$ cat config.mk
export PLATFORM = sky130hd
export DESIGN_NAME = keypad_code_arming_controller_core
export DESIGN_NICKNAME = d
export VERILOG_FILES = /design/src/rtl/core/kcac_pkg.sv /design/src/rtl/core/keypad_code_arming_controller_core.sv
export SDC_FILE = /design/constraint.sdc
export NUM_CORES = 1
export LEC_CHECK = 0
export ABC_AREA = 1
export BUFFER_PORTS_ARGS = -buffer_cell sky130_fd_sc_hd__buf_2
export CAP_MARGIN = 15
export CORE_AREA = 2 2 190 192
export CTS_CLUSTER_DIAMETER = 50
export DETAILED_ROUTE_END_ITERATION = 16
export DIE_AREA = 0 0 192 194
export SETUP_SLACK_MARGIN = 0.3
export SYNTH_ARGS = -nofsm -noshare
export SYNTH_HDL_FRONTEND = slang
export SYNTH_SLANG_ARGS = --single-unit
$ cat constraint.sdc
create_clock -name clk -period 13.2 [get_ports clk]
set_clock_uncertainty 0.15 [all_clocks]
set_input_delay 2.64 -clock clk [delete_from_list [all_inputs] [get_ports clk]]
set_output_delay 2.64 -clock clk [all_outputs]
set_load 0.03 [all_outputs]
$ cat src/rtl/core/kcac_pkg.sv
package kcac_pkg;

	localparam int NUM_BUTTONS_DEFAULT = 4;
	localparam int MAX_BUTTONS         = 7;
	localparam int INPUT_BUTTONS       = 4;

	localparam int DIGIT_W  = 3;
	localparam int CODE_W   = 16;
	localparam int COUNT_W  = 8;
	localparam int HIST_W   = 8;
	localparam int TAKEN_W  = 3;
	localparam int APB_DW   = 32;
	localparam int APB_AW   = 4;

	localparam logic [HIST_W-1:0] PRESS_MASK    = 8'hDF;
	localparam logic [HIST_W-1:0] PRESS_PATTERN = 8'h07;
	localparam logic [HIST_W-1:0] HIST_RESET    = 8'hFF;

	localparam logic [COUNT_W-1:0] ARM_DELAY_RESET     = 8'd10;
	localparam logic [COUNT_W-1:0] PRESCALE_CMP_RESET  = 8'd50;
	localparam logic [COUNT_W-1:0] ENTRY_TIMEOUT_RESET = 8'd200;
	localparam logic [CODE_W-1:0]  CODE_MASK_RESET     = 16'h02A3;

	typedef enum logic [1:0] {
		REG_ARM_DELAY     = 2'd0,
		REG_PRESCALE_CMP  = 2'd1,
		REG_ENTRY_TIMEOUT = 2'd2,
		REG_CODE_MASK     = 2'd3
	} reg_index_t;

	typedef struct packed {
		logic                armed;
		logic                arming_on;
		logic [COUNT_W-1:0]  seconds_left;
		logic [CODE_W-1:0]   code_buffer;
		logic [TAKEN_W-1:0]  digits_taken;
		logic                alarm_off;
		logic                armed_now;
	} result_t;

endpackage

$ cat src/rtl/core/keypad_code_arming_controller_core.sv
// keypad code arming controller
// one request on the btn channel per poll tick carries the four button levels;
// each request yields exactly one result on the res channel (armed flags,
// countdown, code buffer, digit count and the alarm_off / armed_now pulses)
// channels use valid/ready; a request is taken when btn_valid and btn_ready
// are both high, a result is taken when res_valid and res_ready are high
// the result is registered, in the result register or, when the receiver stalls, in the skid
// throughput: one request per cycle while btn_ready is high; the whole tick update
// is one short combinational pass over the buttons between the state registers
// and the result register
// a stalled receiver is absorbed by a one-entry skid behind the result
// register, so one more request is taken while a result waits; btn_ready
// drops only when both hold a result
// the apb port writes the four setup registers (byte address 4*index) and
// reads them back; write only while no request is in flight
// reset (arst_n low) restores the register defaults and the tick state:
// histories all ones, code and flags clear, countdown ten, timers at one
module keypad_code_arming_controller_core #(
	parameter int NUM_BUTTONS = kcac_pkg::NUM_BUTTONS_DEFAULT
) (
	input  logic                         clk,
	input  logic                         arst_n,
	input  logic                         psel,
	input  logic                         penable,
	input  logic                         pwrite,
	input  logic [kcac_pkg::APB_AW-1:0]  paddr,
	input  logic [kcac_pkg::APB_DW-1:0]  pwdata,
	output logic [kcac_pkg::APB_DW-1:0]  prdata,
	output logic                         pready,
	input  logic                         btn_valid,
	output logic                         btn_ready,
	input  logic                         button_one,
	input  logic                         button_two,
	input  logic                         button_three,
	input  logic                         button_four,
	output logic                         res_valid,
	input  logic                         res_ready,
	output logic                         armed,
	output logic                         arming_on,
	output logic [kcac_pkg::COUNT_W-1:0] seconds_left,
	output logic [kcac_pkg::CODE_W-1:0]  code_buffer,
	output logic [kcac_pkg::TAKEN_W-1:0] digits_taken,
	output logic                         alarm_off,
	output logic                         armed_now
);

	localparam int CW = kcac_pkg::COUNT_W;
	localparam int KW = kcac_pkg::CODE_W;
	localparam int HW = kcac_pkg::HIST_W;
	localparam int DW = kcac_pkg::DIGIT_W;

	// setup registers
	logic [CW-1:0] arm_delay_q;
	logic [CW-1:0] prescale_cmp_q;
	logic [CW-1:0] entry_timeout_q;
	logic [KW-1:0] code_mask_q;

	// tick state
	logic [HW-1:0] hist_q [NUM_BUTTONS];
	logic [KW-1:0] code_q;
	logic          arming_q;
	logic [CW-1:0] countdown_q;
	logic [CW-1:0] prescale_q;
	logic [CW-1:0] entry_timer_q;
	logic          armed_q;

	// next state
	logic [HW-1:0] hist_d [NUM_BUTTONS];
	logic [KW-1:0] code_d;
	logic          arming_d;
	logic [CW-1:0] countdown_d;
	logic [CW-1:0] prescale_d;
	logic [CW-1:0] entry_timer_d;
	logic          armed_d;
	kcac_pkg::result_t result_d;

	// output register and skid
	kcac_pkg::result_t res_q;
	kcac_pkg::result_t skid_q;
	logic              skid_valid_q;

	logic [kcac_pkg::MAX_BUTTONS-1:0] levels;
	logic                             accept;
	logic                             cfg_write;
	kcac_pkg::reg_index_t             reg_sel;

	assign pready    = 1'b1;
	assign reg_sel   = kcac_pkg::reg_index_t'(paddr[3:2]);
	assign cfg_write = psel && penable && pwrite;

	always_ff @(posedge clk or negedge arst_n) begin
		if (!arst_n) begin
			arm_delay_q     <= kcac_pkg::ARM_DELAY_RESET;
			prescale_cmp_q  <= kcac_pkg::PRESCALE_CMP_RESET;
			entry_timeout_q <= kcac_pkg::ENTRY_TIMEOUT_RESET;
			code_mask_q     <= kcac_pkg::CODE_MASK_RESET;
		end else if (cfg_write) begin
			case (reg_sel)
				kcac_pkg::REG_ARM_DELAY:     arm_delay_q     <= pwdata[CW-1:0];
				kcac_pkg::REG_PRESCALE_CMP:  prescale_cmp_q  <= pwdata[CW-1:0];
				kcac_pkg::REG_ENTRY_TIMEOUT: entry_timeout_q <= pwdata[CW-1:0];
				kcac_pkg::REG_CODE_MASK:     code_mask_q     <= pwdata[KW-1:0];
				default: ;
			endcase
		end
	end

	always_comb begin
		case (reg_sel)
			kcac_pkg::REG_ARM_DELAY:     prdata = {(kcac_pkg::APB_DW-CW)'(0), arm_delay_q};
			kcac_pkg::REG_PRESCALE_CMP:  prdata = {(kcac_pkg::APB_DW-CW)'(0), prescale_cmp_q};
			kcac_pkg::REG_ENTRY_TIMEOUT: prdata = {(kcac_pkg::APB_DW-CW)'(0), entry_timeout_q};
			kcac_pkg::REG_CODE_MASK:     prdata = {(kcac_pkg::APB_DW-KW)'(0), code_mask_q};
			default:                     prdata = '0;
		endcase
	end

	// buttons past the four inputs always sample low
	assign levels = {(kcac_pkg::MAX_BUTTONS-kcac_pkg::INPUT_BUTTONS)'(0),
		button_four, button_three, button_two, button_one};

	always_comb begin
		logic [KW-1:0]                code;
		logic [CW-1:0]                timer;
		logic [CW-1:0]                presc;
		logic [CW-1:0]                cd;
		logic                         arming;
		logic                         armd;
		logic                         aoff;
		logic                         anow;
		logic [kcac_pkg::TAKEN_W-1:0] taken;
		logic [HW-1:0]                hist;

		code   = code_q;
		timer  = entry_timer_q;
		presc  = prescale_q;
		cd     = countdown_q;
		arming = arming_q;
		armd   = armed_q;
		aoff   = 1'b0;
		anow   = 1'b0;
		taken  = '0;

		// stale partial code is dropped before this tick's presses
		if (entry_timer_q >= entry_timeout_q) begin
			code  = '0;
			timer = CW'(1);
		end

		for (int b = 0; b < NUM_BUTTONS; b++) begin
			hist      = {hist_q[b][HW-2:0], levels[b]};
			hist_d[b] = hist;
			if ((hist & kcac_pkg::PRESS_MASK) == kcac_pkg::PRESS_PATTERN) begin
				code  = {code[KW-DW-1:0], DW'(b + 1)};
				timer = CW'(1);
				taken = taken + kcac_pkg::TAKEN_W'(1);
				if ((code & code_mask_q) == code_mask_q) begin
					code   = '0;
					presc  = CW'(1);
					arming = !arming;
					if (!arming) begin
						cd   = arm_delay_q;
						armd = 1'b0;
						aoff = 1'b1;
					end
				end
			end
		end

		// one second passes each time the prescaler, counting ticks up from one, reaches prescale_cmp_q
		if (arming && cd != '0) begin
			presc = presc + CW'(1);
			if (presc == prescale_cmp_q) begin
				cd = cd - CW'(1);
				if (cd == '0) begin
					armd = 1'b1;
					anow = 1'b1;
				end
				presc = CW'(1);
			end
		end

		code_d        = code;
		entry_timer_d = timer + CW'(1);
		prescale_d    = presc;
		countdown_d   = cd;
		arming_d      = arming;
		armed_d       = armd;

		result_d.armed        = armd;
		result_d.arming_on    = arming;
		result_d.seconds_left = cd;
		result_d.code_buffer  = code;
		result_d.digits_taken = taken;
		result_d.alarm_off    = aoff;
		result_d.armed_now    = anow;
	end

	assign btn_ready = !skid_valid_q;
	assign accept    = btn_valid && btn_ready;

	always_ff @(posedge clk or negedge arst_n) begin
		if (!arst_n) begin
			for (int b = 0; b < NUM_BUTTONS; b++) begin
				hist_q[b] <= kcac_pkg::HIST_RESET;
			end
			code_q        <= '0;
			arming_q      <= 1'b0;
			countdown_q   <= kcac_pkg::ARM_DELAY_RESET;
			prescale_q    <= CW'(1);
			entry_timer_q <= CW'(1);
			armed_q       <= 1'b0;
		end else if (accept) begin
			for (int b = 0; b < NUM_BUTTONS; b++) begin
				hist_q[b] <= hist_d[b];
			end
			code_q        <= code_d;
			arming_q      <= arming_d;
			countdown_q   <= countdown_d;
			prescale_q    <= prescale_d;
			entry_timer_q <= entry_timer_d;
			armed_q       <= armed_d;
		end
	end

	always_ff @(posedge clk or negedge arst_n) begin
		if (!arst_n) begin
			res_valid    <= 1'b0;
			skid_valid_q <= 1'b0;
		end else if (!res_valid || res_ready) begin
			// skid drains first; a request is only taken while the skid is empty
			if (skid_valid_q) begin
				res_valid    <= 1'b1;
				skid_valid_q <= 1'b0;
			end else begin
				res_valid <= accept;
			end
		end else if (accept) begin
			skid_valid_q <= 1'b1;
		end
	end

	always_ff @(posedge clk) begin
		if (!res_valid || res_ready) begin
			if (skid_valid_q) begin
				res_q <= skid_q;
			end else if (accept) begin
				res_q <= result_d;
			end
		end else if (accept) begin
			skid_q <= result_d;
		end
	end

	assign armed        = res_q.armed;
	assign arming_on    = res_q.arming_on;
	assign seconds_left = res_q.seconds_left;
	assign code_buffer  = res_q.code_buffer;
	assign digits_taken = res_q.digits_taken;
	assign alarm_off    = res_q.alarm_off;
	assign armed_now    = res_q.armed_now;

endmodule

# After elaboration in Yosys (flattened, before gate mapping)
# Cells that the tools add are included.
# totals
inputBits	47
elab_cells	162
register_bits	174
out_inout_bits	66
# classes
reduce_logical	22
n_lt_le_gt_ge	1
bitwise	5
mux	86
add_sub_neg	6
eq_ne	12
# op_table
op	count
2-to-1 mux 8 bit	29
2-to-1 mux 16 bit	9
case mux 32 bit (4 select lines)	1
AND 16 bit	4
== test 16 bit	4
2-to-1 mux 31 bit	2
2-to-1 mux 1 bit	42
== test 7 x 3 -> 1 bit, second input constant	4
adder 8 x 1 -> 8 bit, second input constant	2
AND reduction 2 bit	6
adder 3 x 1 -> 3 bit, second input constant	3
2-to-1 mux 3 bit	3
== test 8 bit	1
greater-or-equal comparator 8 bit	1
logical NOT 8 bit	1
nonzero test 8 bit	1
subtractor 8 x 1 -> 8 bit, second input constant	1
logical NOT 1 bit	6
== test 2 bit, second input constant	2
logical AND 1 bit	4
nonzero test 2 bit	2
== test 2 x 1 -> 1 bit, second input constant	1
logical NOT 2 bit	1
logical OR 1 bit	1
inverter 1 bit	1

# Depth between registers and ports, before layout
# Gate-level depths: netlist (run 1).
# depth
depth_word	25
mapped_depth	52
ltp_nobuf	48

# Least setup slack after synthesis (run 1)
# OpenSTA, ideal clock, no wires.
# synth_timing
path_kind	input to register
start	input button_one
end	register skid_q[25] (netlist name) (data pin)
t_required_ns	12.796
t_arrival_ns	6.653
stages	34
slack_ns	6.143
path_buffers	5
setup_ns	0.254
path_cell_list	nand4_1 nor4_2 buf_2 nand3_1 nand3_1 nand2_1 nor2_1 nand3_2 buf_6 nand3_1 nand3_1 nand2_1 nor2_2 nand3_4 buf_6 nand3_1 nand3_1 nand2_1 nor2_4 nand4_2 buf_6 nand2_1 inv_1 ha_1 xnor2_1 nand2_1 nor2_1 nand3_1 nor2_1 nand2_1 nor2_4 nand4_4 buf_6 o21a_1
# synth_via
elab_chain_len	18
word_cells_on_any_way	46
classes_between	add/sub (2); eq/ne (5); mux (31); bitwise (3); reduce/logical (5)
# synth_lines
item	line	rtl
start: declaration	keypad_code_arming_controller_core.sv:32	input logic button_one,
== test 7 x 3 -> 1 bit *	keypad_code_arming_controller_core.sv:153	if ((hist & kcac_pkg::PRESS_MASK) == kcac_pkg::PRESS_PATTERN) begin
2-to-1 mux 16 bit	keypad_code_arming_controller_core.sv:153	
AND 16 bit	keypad_code_arming_controller_core.sv:157	if ((code & code_mask_q) == code_mask_q) begin
== test 16 bit	keypad_code_arming_controller_core.sv:157	
2-to-1 mux 16 bit	keypad_code_arming_controller_core.sv:157	
2-to-1 mux 16 bit	keypad_code_arming_controller_core.sv:153	
AND 16 bit	keypad_code_arming_controller_core.sv:157	
== test 16 bit	keypad_code_arming_controller_core.sv:157	
[... 3 more ...]	--	
== test 16 bit	keypad_code_arming_controller_core.sv:157	
2-to-1 mux 8 bit	keypad_code_arming_controller_core.sv:157	
2-to-1 mux 8 bit	keypad_code_arming_controller_core.sv:153	
adder 8 x 1 -> 8 bit	keypad_code_arming_controller_core.sv:172	presc = presc + CW'(1);
== test 8 bit	keypad_code_arming_controller_core.sv:173	if (presc == prescale_cmp_q) begin
2-to-1 mux 8 bit	keypad_code_arming_controller_core.sv:173	
2-to-1 mux 8 bit *	keypad_code_arming_controller_core.sv:171	if (arming && cd != '0) begin
named net countdown_d[4]	keypad_code_arming_controller_core.sv:71	logic [CW-1:0] countdown_d;
end signal: assignment	keypad_code_arming_controller_core.sv:251	skid_q <= result_d;
end: declaration	keypad_code_arming_controller_core.sv:79	kcac_pkg::result_t skid_q;
# The timed path passes the listed nets; every way through them passes the cells marked *.
# A chain may end at the register's enable or synchronous reset.

# Final worst setup path (run 1)
# layout_timing
start	input button_one
end	register skid_q[22] (netlist name) (data pin)
# layout_via
word_cells_on_any_way	46
classes_between	add/sub (2); eq/ne (5); mux (31); bitwise (3); reduce/logical (5)
# layout_lines
item	line	rtl
== test 7 x 3 -> 1 bit *	keypad_code_arming_controller_core.sv:153	
2-to-1 mux 16 bit	keypad_code_arming_controller_core.sv:153	
AND 16 bit	keypad_code_arming_controller_core.sv:157	
== test 16 bit	keypad_code_arming_controller_core.sv:157	
2-to-1 mux 16 bit	keypad_code_arming_controller_core.sv:157	
2-to-1 mux 16 bit	keypad_code_arming_controller_core.sv:153	
AND 16 bit	keypad_code_arming_controller_core.sv:157	
== test 16 bit	keypad_code_arming_controller_core.sv:157	
[... 2 more ...]	--	
AND 16 bit	keypad_code_arming_controller_core.sv:157	
== test 16 bit	keypad_code_arming_controller_core.sv:157	
2-to-1 mux 1 bit	keypad_code_arming_controller_core.sv:157	
2-to-1 mux 1 bit *	keypad_code_arming_controller_core.sv:153	
named net arming_d	keypad_code_arming_controller_core.sv:70	logic arming_d;
logical AND 1 bit *	keypad_code_arming_controller_core.sv:171	
2-to-1 mux 8 bit *	keypad_code_arming_controller_core.sv:171	
named net countdown_d[1]	keypad_code_arming_controller_core.sv:71	
# Marked as above.

==> results of run 1 <==
cells by family after synthesis:
group	after synthesis	synth area share
compound gates	229	0.111
xor+xnor	7	0.00550
mux	3	0.00269
simple gates	885	0.341
fa+ha+maj	15	0.0168
buf+inv	254	0.0989
flops	174	0.423
other cells	2	0.000674
worst max-delay path: cells and delay by family:
family	cells	cell delay, ps
AND/OR/NAND/NOR	21	4610
buffers and inverters	5	1250
AO/OA/AOI/OAI	1	470
per-stage QoR:
stage	hold WS, ps	std cells	setup slack [ps]	power (W)
finish	312	2084	4250	0.00211
global route	336	2084	3580	0.00228
CTS	307	2084	4360	0.00212
detailed placement	311	2052	3910	0.00161
global placement	298	2052	3870	0.00159
floorplan	291	1584	6140	0.00141
Yosys cell counts, types with 2 or more instances:
master,instances,area (um^2)
nand3_4,2,35.0
nand2_2,12,75.1
o21ai_1,7,35.0
xnor2_1,4,35.0
o21a_1,5,37.5
buf_1,3,11.3
and2_1,3,18.8
a21oi_1,55,275
mux2i_1,3,30.0
inv_1,159,597
nor2_4,7,78.8
o21ai_2,2,17.5
clkinv_1,4,15.0
ha_1,15,188
dfrtp_1,67,1680
o21ai_0,138,691
conb_1,2,7.51
nor4_1,6,37.5
nand2_1,574,2150
a31oi_1,5,31.3
buf_2,10,50.1
and3_1,2,12.5
clkbuf_1,41,154
edfxtp_1,62,1860
buf_4,20,150
dfstp_2,45,1180
xor2_1,3,26.3
nand4_1,35,219
buf_6,8,90.1
a211oi_1,2,15.0
nor2_1,98,368
nor3_1,5,25.0
inv_2,8,30.0
nand3_1,120,601
nor2_2,9,56.3
o2111ai_1,7,61.3
nand3b_1,4,30.0
how the worst max path moves through the flow:
stage	from	end	slack, ps	cells after the start
3_5_place_dp	button_one	seconds_left[6]$_DFFE_PP_	3910	34
5_1_grt	button_one	seconds_left[1]$_DFFE_PP_	3580	33
3_3_place_gp	button_one	skid_q[22]$_DFFE_PP_	3870	33
2_1_floorplan	button_one	skid_q[25]$_DFFE_PP_	6140	34
4_1_cts	button_one	seconds_left[1]$_DFFE_PP_	4360	34
6_report	button_one	skid_q[22]$_DFFE_PP_	4250	27
routing by layer:
layer,routed length (um),share of wire,global-route usage
met2,13600,0.44,0.255
met5,0,0,0
met4,383,0.012,0.0399
met1,15200,0.49,0.253
met3,1850,0.060,0.0259
cell type report:
| cell class | count | share of cell area |
|---|---|---|
| clock buffer | 17 | 0.0343 |
| clock inverter | 15 | 0.0122 |
| inverter | 172 | 0.0522 |
| multi-input combinational | 1156 | 0.436 |
| sequential | 174 | 0.381 |
| tap | 461 | 0.0465 |
| timing repair buffer | 89 | 0.0385 |
state kept, by name, summed over array words and instances, names as in the netlist, 8 cells and up:
signal / cells
hist_d: 28
seconds_left: 8
skid_q: 31
entry_timer_q: 8
prescale_cmp_q: 8
code_buffer: 16
entry_timeout_q: 8
arm_delay_q: 8
countdown_q: 8
code_q: 16
code_mask_q: 16
prescale_q: 8
power by group:
part | internal, W | switching [W]
combinational | 0.000262 | 0.000563
sequential | 0.000692 | 0.0000915
clock | 0.000252 | 0.000253
==> impl_results.md, run 1 <==
- # hold bufs at CTS: 0
- Area delta synth->final: 11.3%
- Status: complete, no violations
- Final-report setup violation count: 0
- Count of final hold-check violations: 0
- Reg2reg setup slack: ~5200 ps
- Leakage power: just over 6 nW
- First-pass iteration count of the detailed router: 5
- Async SR Flop Fraction: 0.644
- Htree depth: 4
- Starting density of the core: 0.316
- Flops & latches, synth: between 150 and 200
- Maximum VDD drop: ~0.095 mV
- CP Launch Type: primary input
- Remaining DRCs: 0
- Hold Path Class: flip-flop to flip-flop
- CP arrival: ~9000 ps
- First-iteration detailed-routing DRC count: between 1000 and 1500
- Global-route wire length before repair: ~50000 um
- WHS Path Cells: 2
- Design Area, Final: around 0.012 mm^2
- CP dominant cell by count: nand3_1
- Synth warn: 0
- Post_cts resized: 0
- WL final: 31100 um
- Max-slew violations: 0
- Clk sink count: about 170
- Largest net degree at the start of global routing: slightly below 90
- Clk root buf: clkbuf_16
- Die height: around 190 um
- DIE WIDTH: between 150 and 200 um
- Sequential fraction of the synthesis area: 0.423
- Total Routing Usage GR: 0.169
- Pwr dens: 170 mW/mm^2
- Relative slew slack: 0.312
- Fin nets: around 1700
- FF+latch area: 0.00472 mm^2
- DP HPWL: 22200 um
- R2R cell count: 34
- Filler cells: approximately 3700
- Cell area after placement: between 0.01 and 0.015 mm^2
- Slew of the pin with the lowest slew margin: 1030 ps
- Critical Path End Type: flip-flop
- Critical R2R Launch: entry_timeout_q[3]$_DFFE_PN1P_
- Num CTS Buffers: 17
- Clk slew on worst S/H paths: 70 ps
- CP max FO: 34
- Count of cell types in the netlist: 54
- # Post-CTS Setup Buffers: 0
- Slowest stage cell, crit path: nor2_2
- Site row count: 69
- GR Overflow Total: 0
- Number of max-cap violations: 0
- Worst path required time: around 13000 ps
- Synth Instances: between 1500 and 2000
- Hold Path Sink: hist_d[30]$_DFFE_PN1P_
- WS Path Type: primary input to flip-flop
- CTS tree: done
- Deepest clock path buffer count: 2
- Routed vias: between 10000 and 15000
- CP peak stage delay: around 560 ps
- Crit path time final: slightly below 9000 ps
- Share of layout cells above drive strength 1: 0.136
- Fin crit share: 0.678
- Most frequent cells in the layout: nand2_1, inv_1, o21ai_0, nand3_1, nor2_1
- Core Region: between 0.03 and 0.04 mm^2
- ANT nets after route: 0
- Routed wire length per instance: approximately 15 um
- RSZ-0062 raised after global routing: false
- TNS Setup: 0 ps
- Ys flop type: dfrtp_1
- Hold path start: hist_d[29]$_DFFE_PN1P_
- Reg-to-reg critical path endpoint: skid_q[22]$_DFFE_PP_
- Initial antenna violation count: 0
- Core Util, Final: 0.352
- DR vias/cell: between 4 and 5
- Number of global-route vias before repair: slightly above 9000
- Ant. Diodes: 0
- Syn avg cell area: between 7 and 8 um^2
- Multi-input gate area: 0.00540 mm^2
- Worst-Skew Late Latency: about 440 ps
- Mapped cell area: between 0.01 and 0.015 mm^2
- Ports: 113
- Port Buffers: just under 80
- EDFF count, synth: 62
- Die ar.: 0.0372 mm^2
- GP Congestion: between 0.8 and 0.9
- Fmax: about 0.11 GHz
- Most common cell after layout, fill and taps aside: nand2_1
No activity file was read; power rests on OpenSTA's default activity.
==> inputs of run 2 (changes only) <==
==> constraint.sdc (replaced) <==
create_clock -name clk -period 8.6 [get_ports clk]
set_clock_uncertainty 0.15 [all_clocks]
set_input_delay 1.72 -clock clk [delete_from_list [all_inputs] [get_ports clk]]
set_output_delay 1.72 -clock clk [all_outputs]
set_load 0.03 [all_outputs]
==> run 2 against run 1 <==
Effect of this change:
- design area increased by 1.0%
- setup slack got worse by 2700 ps
- worst hold slack got worse by 2.5 ps
- critical path depth increased by 11
- combinational power increased by 55%
- wire length decreased by 0.68%
- sequential share of layout area decreased by 0.38 points
- largest power group unchanged
==> impl_results.md, run 2 (synthesized netlist as in run 1, its figures left out) <==
- Status: complete, no violations
- ANT nets after route: 0
- Grt met1 use: 0.254
- # Post-CTS Setup Buffers: 0
- Core Util, Final: 0.356
- Fmax: ~0.14 GHz
- Most flop-heavy register: skid_q
- Hold Path Class: flip-flop to flip-flop
- CTS tree: done
- Pwr dens: roughly 270 mW/mm^2
- GR Overflow Total: 0
- WS Path Type: flip-flop to flip-flop
- DR vias/cell: 4.87
- Comb power frac: 0.385
- Psw: 0.00138 W
- Site row count: a little under 70
- Maximum VDD drop: approximately 0.14 mV
- Clk pwr share: 0.254
- Initial antenna violation count: 0
- Num CTS Buffers: 17
- Crit path time final: a little over 7000 ps
- Slowest stage cell, crit path: dfstp_2
- First-iteration detailed-routing DRC count: 1062
- Share of layout cells above drive strength 1: 0.142
- Leakage power: just over 6 nW
- GP Congestion: 0.911
- Clk sink count: between 150 and 200
- Area delta synth->final: 12.4%
- Sw Share: 0.416
- Most frequent cells in the layout: nand2_1, inv_1, o21ai_0, nand3_1, nor2_1
- Crit path max-delay family: simple AND/OR/NAND/NOR gates
- Slew of the pin with the lowest slew margin: 1020 ps
- Hold path start: hist_d[29]$_DFFE_PN1P_
- Fin nets: roughly 1700
- Htree depth: 4
- Die height: 194 um
- Ant. Diodes: 0
- Clk root buf: clkbuf_16
- CP dominant cell by count: nand2_1
- Core Region: 0.0352 mm^2
- Remaining DRCs: 0
- Filler cells: about 3800
- Final-report setup violation count: 0
- WL final: 30800 um
- Fin crit share: 0.823
- Number of max-cap violations: 0
- Met3 GRT Util: 0.0275
- Critical Path End Type: flip-flop
- Clk slew on worst S/H paths: 70 ps
- Max reg flops: 31
- Die ar.: 0.0372 mm^2
- Bufs and invs on worst path: 4
- Port Buffers: just under 80
- Total Routing Usage GR: 0.168
- CP Launch Type: flip-flop
- Count of final hold-check violations: 0
- Post_cts resized: 0
- Max-slew violations: 0
- DP HPWL: roughly 23000 um
- Ports: approximately 110
- Busiest grt layer: met1
- Worst path required time: between 8000 and 9000 ps
- CP max FO: 23
- Critical R2R Launch: entry_timeout_q[7]$_DFFE_PN1P_
- TNS Setup: 0 ps
- Deepest clock path buffer count: 2
- Routed vias: about 10000
- GR Util met2: 0.246
- RSZ-0062 raised after global routing: false
- Most common cell after layout, fill and taps aside: nand2_1
- Starting density of the core: 0.316
- Int Pwr: just under 0.002 W
- CP arrival: slightly above 7000 ps
- Seq pwr share: 0.361
- Largest net degree at the start of global routing: a little under 90
- # hold bufs at CTS: 0
- Global-route wire length before repair: around 50000 um
- Crit path from: entry_timeout_q[7]$_DFFE_PN1P_
- Routed wire length per instance: between 10 and 15 um
- Relative slew slack: 0.320
- CP peak stage delay: 550 ps
- Number of global-route vias before repair: around 9400
- Worst-Skew Late Latency: 450 ps
- DIE WIDTH: between 150 and 200 um
- First-pass iteration count of the detailed router: 5
## run 2: cell count changes in the layout (fill, tap and decap cells not counted), sizes merged
cell      delta
inv          +2
bufinv       +3
clkinv       -3
clkinvlp     -2
buf         +11
## run 2: stage by stage
stage	hold slack, ps	cell area, um^2	power (W)	worst slack, ps	instances
after floorplan	291	11200	0.00216	2460	1584
after global placement	297	11900	0.00246	1430	2063
after detailed placement	303	11900	0.00248	1430	2063
after CTS	313	12500	0.00334	1630	2095
after global routing	343	12500	0.00359	872	2095
final	310	12500	0.00332	1520	2095
## run 2: worst paths after layout
path | end | slack (ps) | cells after the start
max | armed$_DFFE_PP_ | 1520 | 38
min | hist_d[30]$_DFFE_PN1P_ | 310 | 2
max reg2reg | armed$_DFFE_PP_ | 1520 | 38
min reg2reg | hist_d[30]$_DFFE_PN1P_ | 310 | 2
max in group asynchronous | entry_timer_q[4]$_DFFE_PN0P_ | 5820 | 2
min in group asynchronous | countdown_q[6]$_DFFE_PN0P_ | 1080 | 1
## run 2: layer usage
metal / up-vias / wire length (um)
met3: 34 / 1890
met4: 0 / 476
met1: 4703 / 15300
met2: 310 / 13200
li1: 5154 / -
met5: - / 0
## run 2: power groups by stage
stage | Clock (W) | Sequential [W] | Combinational (W)
3_5_place_dp | 0 | 0.00121 | 0.00127
6_report | 0.000843 | 0.00120 | 0.00128
4_1_cts | 0.000862 | 0.00120 | 0.00128
2_1_floorplan | 0 | 0.00120 | 0.000961
5_1_grt | 0.000893 | 0.00122 | 0.00147
3_3_place_gp | 0 | 0.00121 | 0.00125
## run 2: area by class of cell
type | count | area, um^2 | share of cell area
clock buffers | 17 | 425 | 0.0340
clock inverters | 15 | 195 | 0.0156
inverters | 172 | 647 | 0.0516
multi-input cells | 1156 | 5400 | 0.431
flip-flops and latches | 174 | 4720 | 0.377
well taps | 461 | 577 | 0.0460
repair buffers | 100 | 561 | 0.0447
## run 2: tightest hold or removal path, delay by kind of cell, from the launching register on
| kind | cells | cell delay [ps] |
|---|---|---|
| flip-flops | 1 | 370 |
| AND/OR/NAND/NOR | 2 | 90 |
==> inputs of run 3 (changes only) <==
--- a/config.mk
+++ b/config.mk
@@ -5,7 +5,7 @@
 export SDC_FILE = /design/constraint.sdc
 export NUM_CORES = 1
 export LEC_CHECK = 0
-export ABC_AREA = 1
+export ABC_AREA = 0
 export BUFFER_PORTS_ARGS = -buffer_cell sky130_fd_sc_hd__buf_2
 export CAP_MARGIN = 15
 export CORE_AREA = 2 2 190 192
==> constraint.sdc (replaced) <==
create_clock -name clk -period 5.91 [get_ports clk]
set_clock_uncertainty 0.15 [all_clocks]
set_input_delay 1.182 -clock clk [delete_from_list [all_inputs] [get_ports clk]]
set_output_delay 1.182 -clock clk [all_outputs]
set_load 0.03 [all_outputs]
==> run 3 against run 2 <==
Effect of this change:
- the run now ends with setup timing left
- power up 63%
- design area up 20%
- setup slack worse by 2600 ps
- worst hold slack worse by 3.4 ps
- sequential share of layout area down 6.4 points
- die area unchanged
- cell count down 4.4%
- via count up 4.6%
- clock power up 36%
- first-iteration DRC count down 13%
- global-route usage up 4.9 points
- critical endpoint is now skid_q[26]$_DFFE_PP_
- largest power group unchanged
==> impl_results.md, run 3 <==
- GR Overflow Total: 0
- Ant. Diodes: 0
- Ports: approximately 110
- Largest net degree at the start of global routing: 67
- Core Region: between 0.03 and 0.04 mm^2
- Share of layout cells above drive strength 1: 0.413
- Yosys top cell area share: 0.168
- Worst Setup Slack, final: -1100 ps
- Max-slew violations: 0
- Fmax: approximately 0.14 GHz
- Synth Instances: 1204
- R2R cell count: 27
- Port Buffers: slightly below 80
- Count of cell types in the netlist: 119
- Clk sink count: ~170
- Fin crit share: 1.19
- Global-route wire length before repair: just over 60000 um
- CP peak stage delay: 570 ps
- Slowest stage cell, crit path: or4_4
- DP HPWL: between 30000 and 40000 um
- Count of final hold-check violations: 0
- Sequential fraction of the synthesis area: 0.425
- Number of max-cap violations: 0
- Total Routing Usage GR: 0.217
- DIE WIDTH: approximately 190 um
- Htree depth: 4
- WS Path Type: flip-flop to flip-flop
- CP endpoint: skid_q[26]$_DFFE_PP_
- First-iteration detailed-routing DRC count: ~930
- Mapped cell area: about 0.011 mm^2
- Critical R2R Launch: entry_timeout_q[6]$_DFFE_PN1P_
- CP Launch Type: flip-flop
- # hold bufs at CTS: 0
- Die height: roughly 190 um
- Routed vias: ~11000
- DR vias/cell: approximately 5.3
- Die ar.: between 0.03 and 0.04 mm^2
- Number of global-route vias before repair: 10500
- CP arrival: between 7000 and 8000 ps
- Area delta synth->final: 35.8%
- WL final: approximately 40000 um
- Hold Path Class: flip-flop to flip-flop
- Initial antenna violation count: 0
- Clk slew on worst S/H paths: 80 ps
- Max reg flops: 31
- Leakage power: 6.59 nW
- Dominant cells by area after synthesis: edfxtp_1, dfrtp_1, dfstp_2, nand2_1, mux2_2
- EDFF count, synth: 62
- CP max FO: 6
- Area leader, netlist: edfxtp_1
- Clk root buf: clkbuf_16
- Final Power: between 0.005 and 0.006 W
- Syn avg cell area: about 9.2 um^2
- Commonest cells in the netlist: nand2_1, o21ai_0, nor2_1
- Maximum VDD drop: approximately 0.23 mV
- ANT nets after route: 0
- Worst-Skew Late Latency: 460 ps
- Remaining DRCs: 0
- Critical Path End Type: flip-flop
- Worst path required time: around 6100 ps
- Site row count: just under 70
- CP dominant cell by count: buf_4
- Async SR Flop Fraction: 0.644
- Fin nets: around 1600
- Hold WS: 307 ps
- Violated checks: setup timing
- Slew of the pin with the lowest slew margin: approximately 970 ps
- Ys flop type: dfrtp_1
- Reg2reg setup slack: -1100 ps
- Crit path from: entry_timeout_q[6]$_DFFE_PN1P_
- Flops & latches, synth: about 170
- RSZ-0062 raised after global routing: true
- Hold path start: hist_d[5]$_DFFE_PN1P_
- Most flop-heavy register: skid_q
- Relative slew slack: 0.353
- Status: complete, but fails checks
- Pwr dens: 358 mW/mm^2
- Routed wire length per instance: around 20 um
- CTS tree: done
- Reg-to-reg critical path endpoint: skid_q[26]$_DFFE_PP_
- GP Congestion: 0.988
- Most common cell after layout, fill and taps aside: buf_4
- Most numerous cell in the Yosys netlist: nand2_1
- Num CTS Buffers: 17
- Starting density of the core: 0.315
- First-pass iteration count of the detailed router: 6
- Final-report setup violation count: 37
- Synth warn: 0
- Most frequent cells in the layout: buf_4, nand2_1, buf_2, dfrtp_1, nor2_1
- Crit path time final: between 7000 and 8000 ps
- Deepest clock path buffer count: 2
## run 3: cell types whose count changed after synthesis, moves of 12 or more
cell      delta
o21ai_0     -64
mux2_2      +44
nand2_2     -12
nand3_1     -89
inv_1      -120
a31oi_1     +13
nand4_1     -27
nor2_1      -29
o211ai_1    +12
o22ai_1     +17
nand2_1    -305
nor3_1      +14
## run 3: report_power, final
group | total [W] | switching, W | internal (W)
registers | 0.00176 | 0.000204 | 0.00155
logic | 0.00250 | 0.00142 | 0.00108
clock network | 0.00115 | 0.000576 | 0.000570
## run 3: final cells by class
cell class                      count  area (um^2)
Fill cell                        3528        20100
Multi-Input combinational cell    914         6240
Sequential cell                   174         4720
Timing Repair Buffer              377         2760
Tap cell                          461          577
Clock buffer                       17          425
Inverter                           44          185
Clock inverter                     15          173
## run 3: kinds of logic after synthesis
logic type	share of synthesized area
AOI/OAI and AO/OA	0.192
DFF	0.425
muxes	0.0735
adders and majority gates	0.0169
other	0.000676
buffers and inverters	0.0659
and+or+nand+nor	0.210
xor gates and xnor gates	0.0166
## run 3: per-stage QoR
| stage | area, um^2 | util | setup TNS [ps] | worst slack (ps) | std cells |
|---|---|---|---|---|---|
| after detailed placement | 13600 | 0.388 | -46090 | -1470 | 1937 |
| after global placement | 13600 | 0.388 | -46270 | -1470 | 1937 |
| after CTS | 14700 | 0.417 | -33620 | -1080 | 1987 |
| after floorplan | 11200 | - | -26780 | -970 | 1219 |
| final | 15100 | 0.428 | -33770 | -1100 | 2002 |
| after global routing | 15100 | 0.428 | -40900 | -1270 | 2002 |
## run 3: critical path, delay by kind of cell (launching register included)
| kind | cells | cell delay (ps) |
|---|---|---|
| adder cells (fa/ha/maj) | 2 | 540 |
| flip-flops | 1 | 540 |
| AO/OA/AOI/OAI | 12 | 2530 |
| buffers and inverters | 5 | 610 |
| AND/OR/NAND/NOR | 7 | 2350 |
| XOR/XNOR | 1 | 100 |
## run 3: metal layers
metal  global-route usage  routed length, um
met1                0.306              18600
met2                0.336              18100
met3               0.0395               2380
met4               0.0664                958
met5                    0                  0
## run 3: repair_timing
action | CTS | global route
setup endpoints to repair | 68 | 52
pin swaps | 43 | 24
cloned | 0 | 0
buffers inserted | 18 | 14
gates resized for setup | 59 | 60
## run 3: worst min path at each step
| stage | to | slack (ps) | cells past startpoint |
|---|---|---|---|
| after floorplan | hist_d[22]$_DFFE_PN1P_ | 280 | 2 |
| after global placement | hist_d[30]$_DFFE_PN1P_ | 290 | 2 |
| after detailed placement | hist_d[30]$_DFFE_PN1P_ | 300 | 2 |
| after CTS | hist_d[6]$_DFFE_PN1P_ | 310 | 2 |
| after global routing | hist_d[5]$_DFFE_PN1P_ | 330 | 2 |
| final | hist_d[6]$_DFFE_PN1P_ | 310 | 2 |
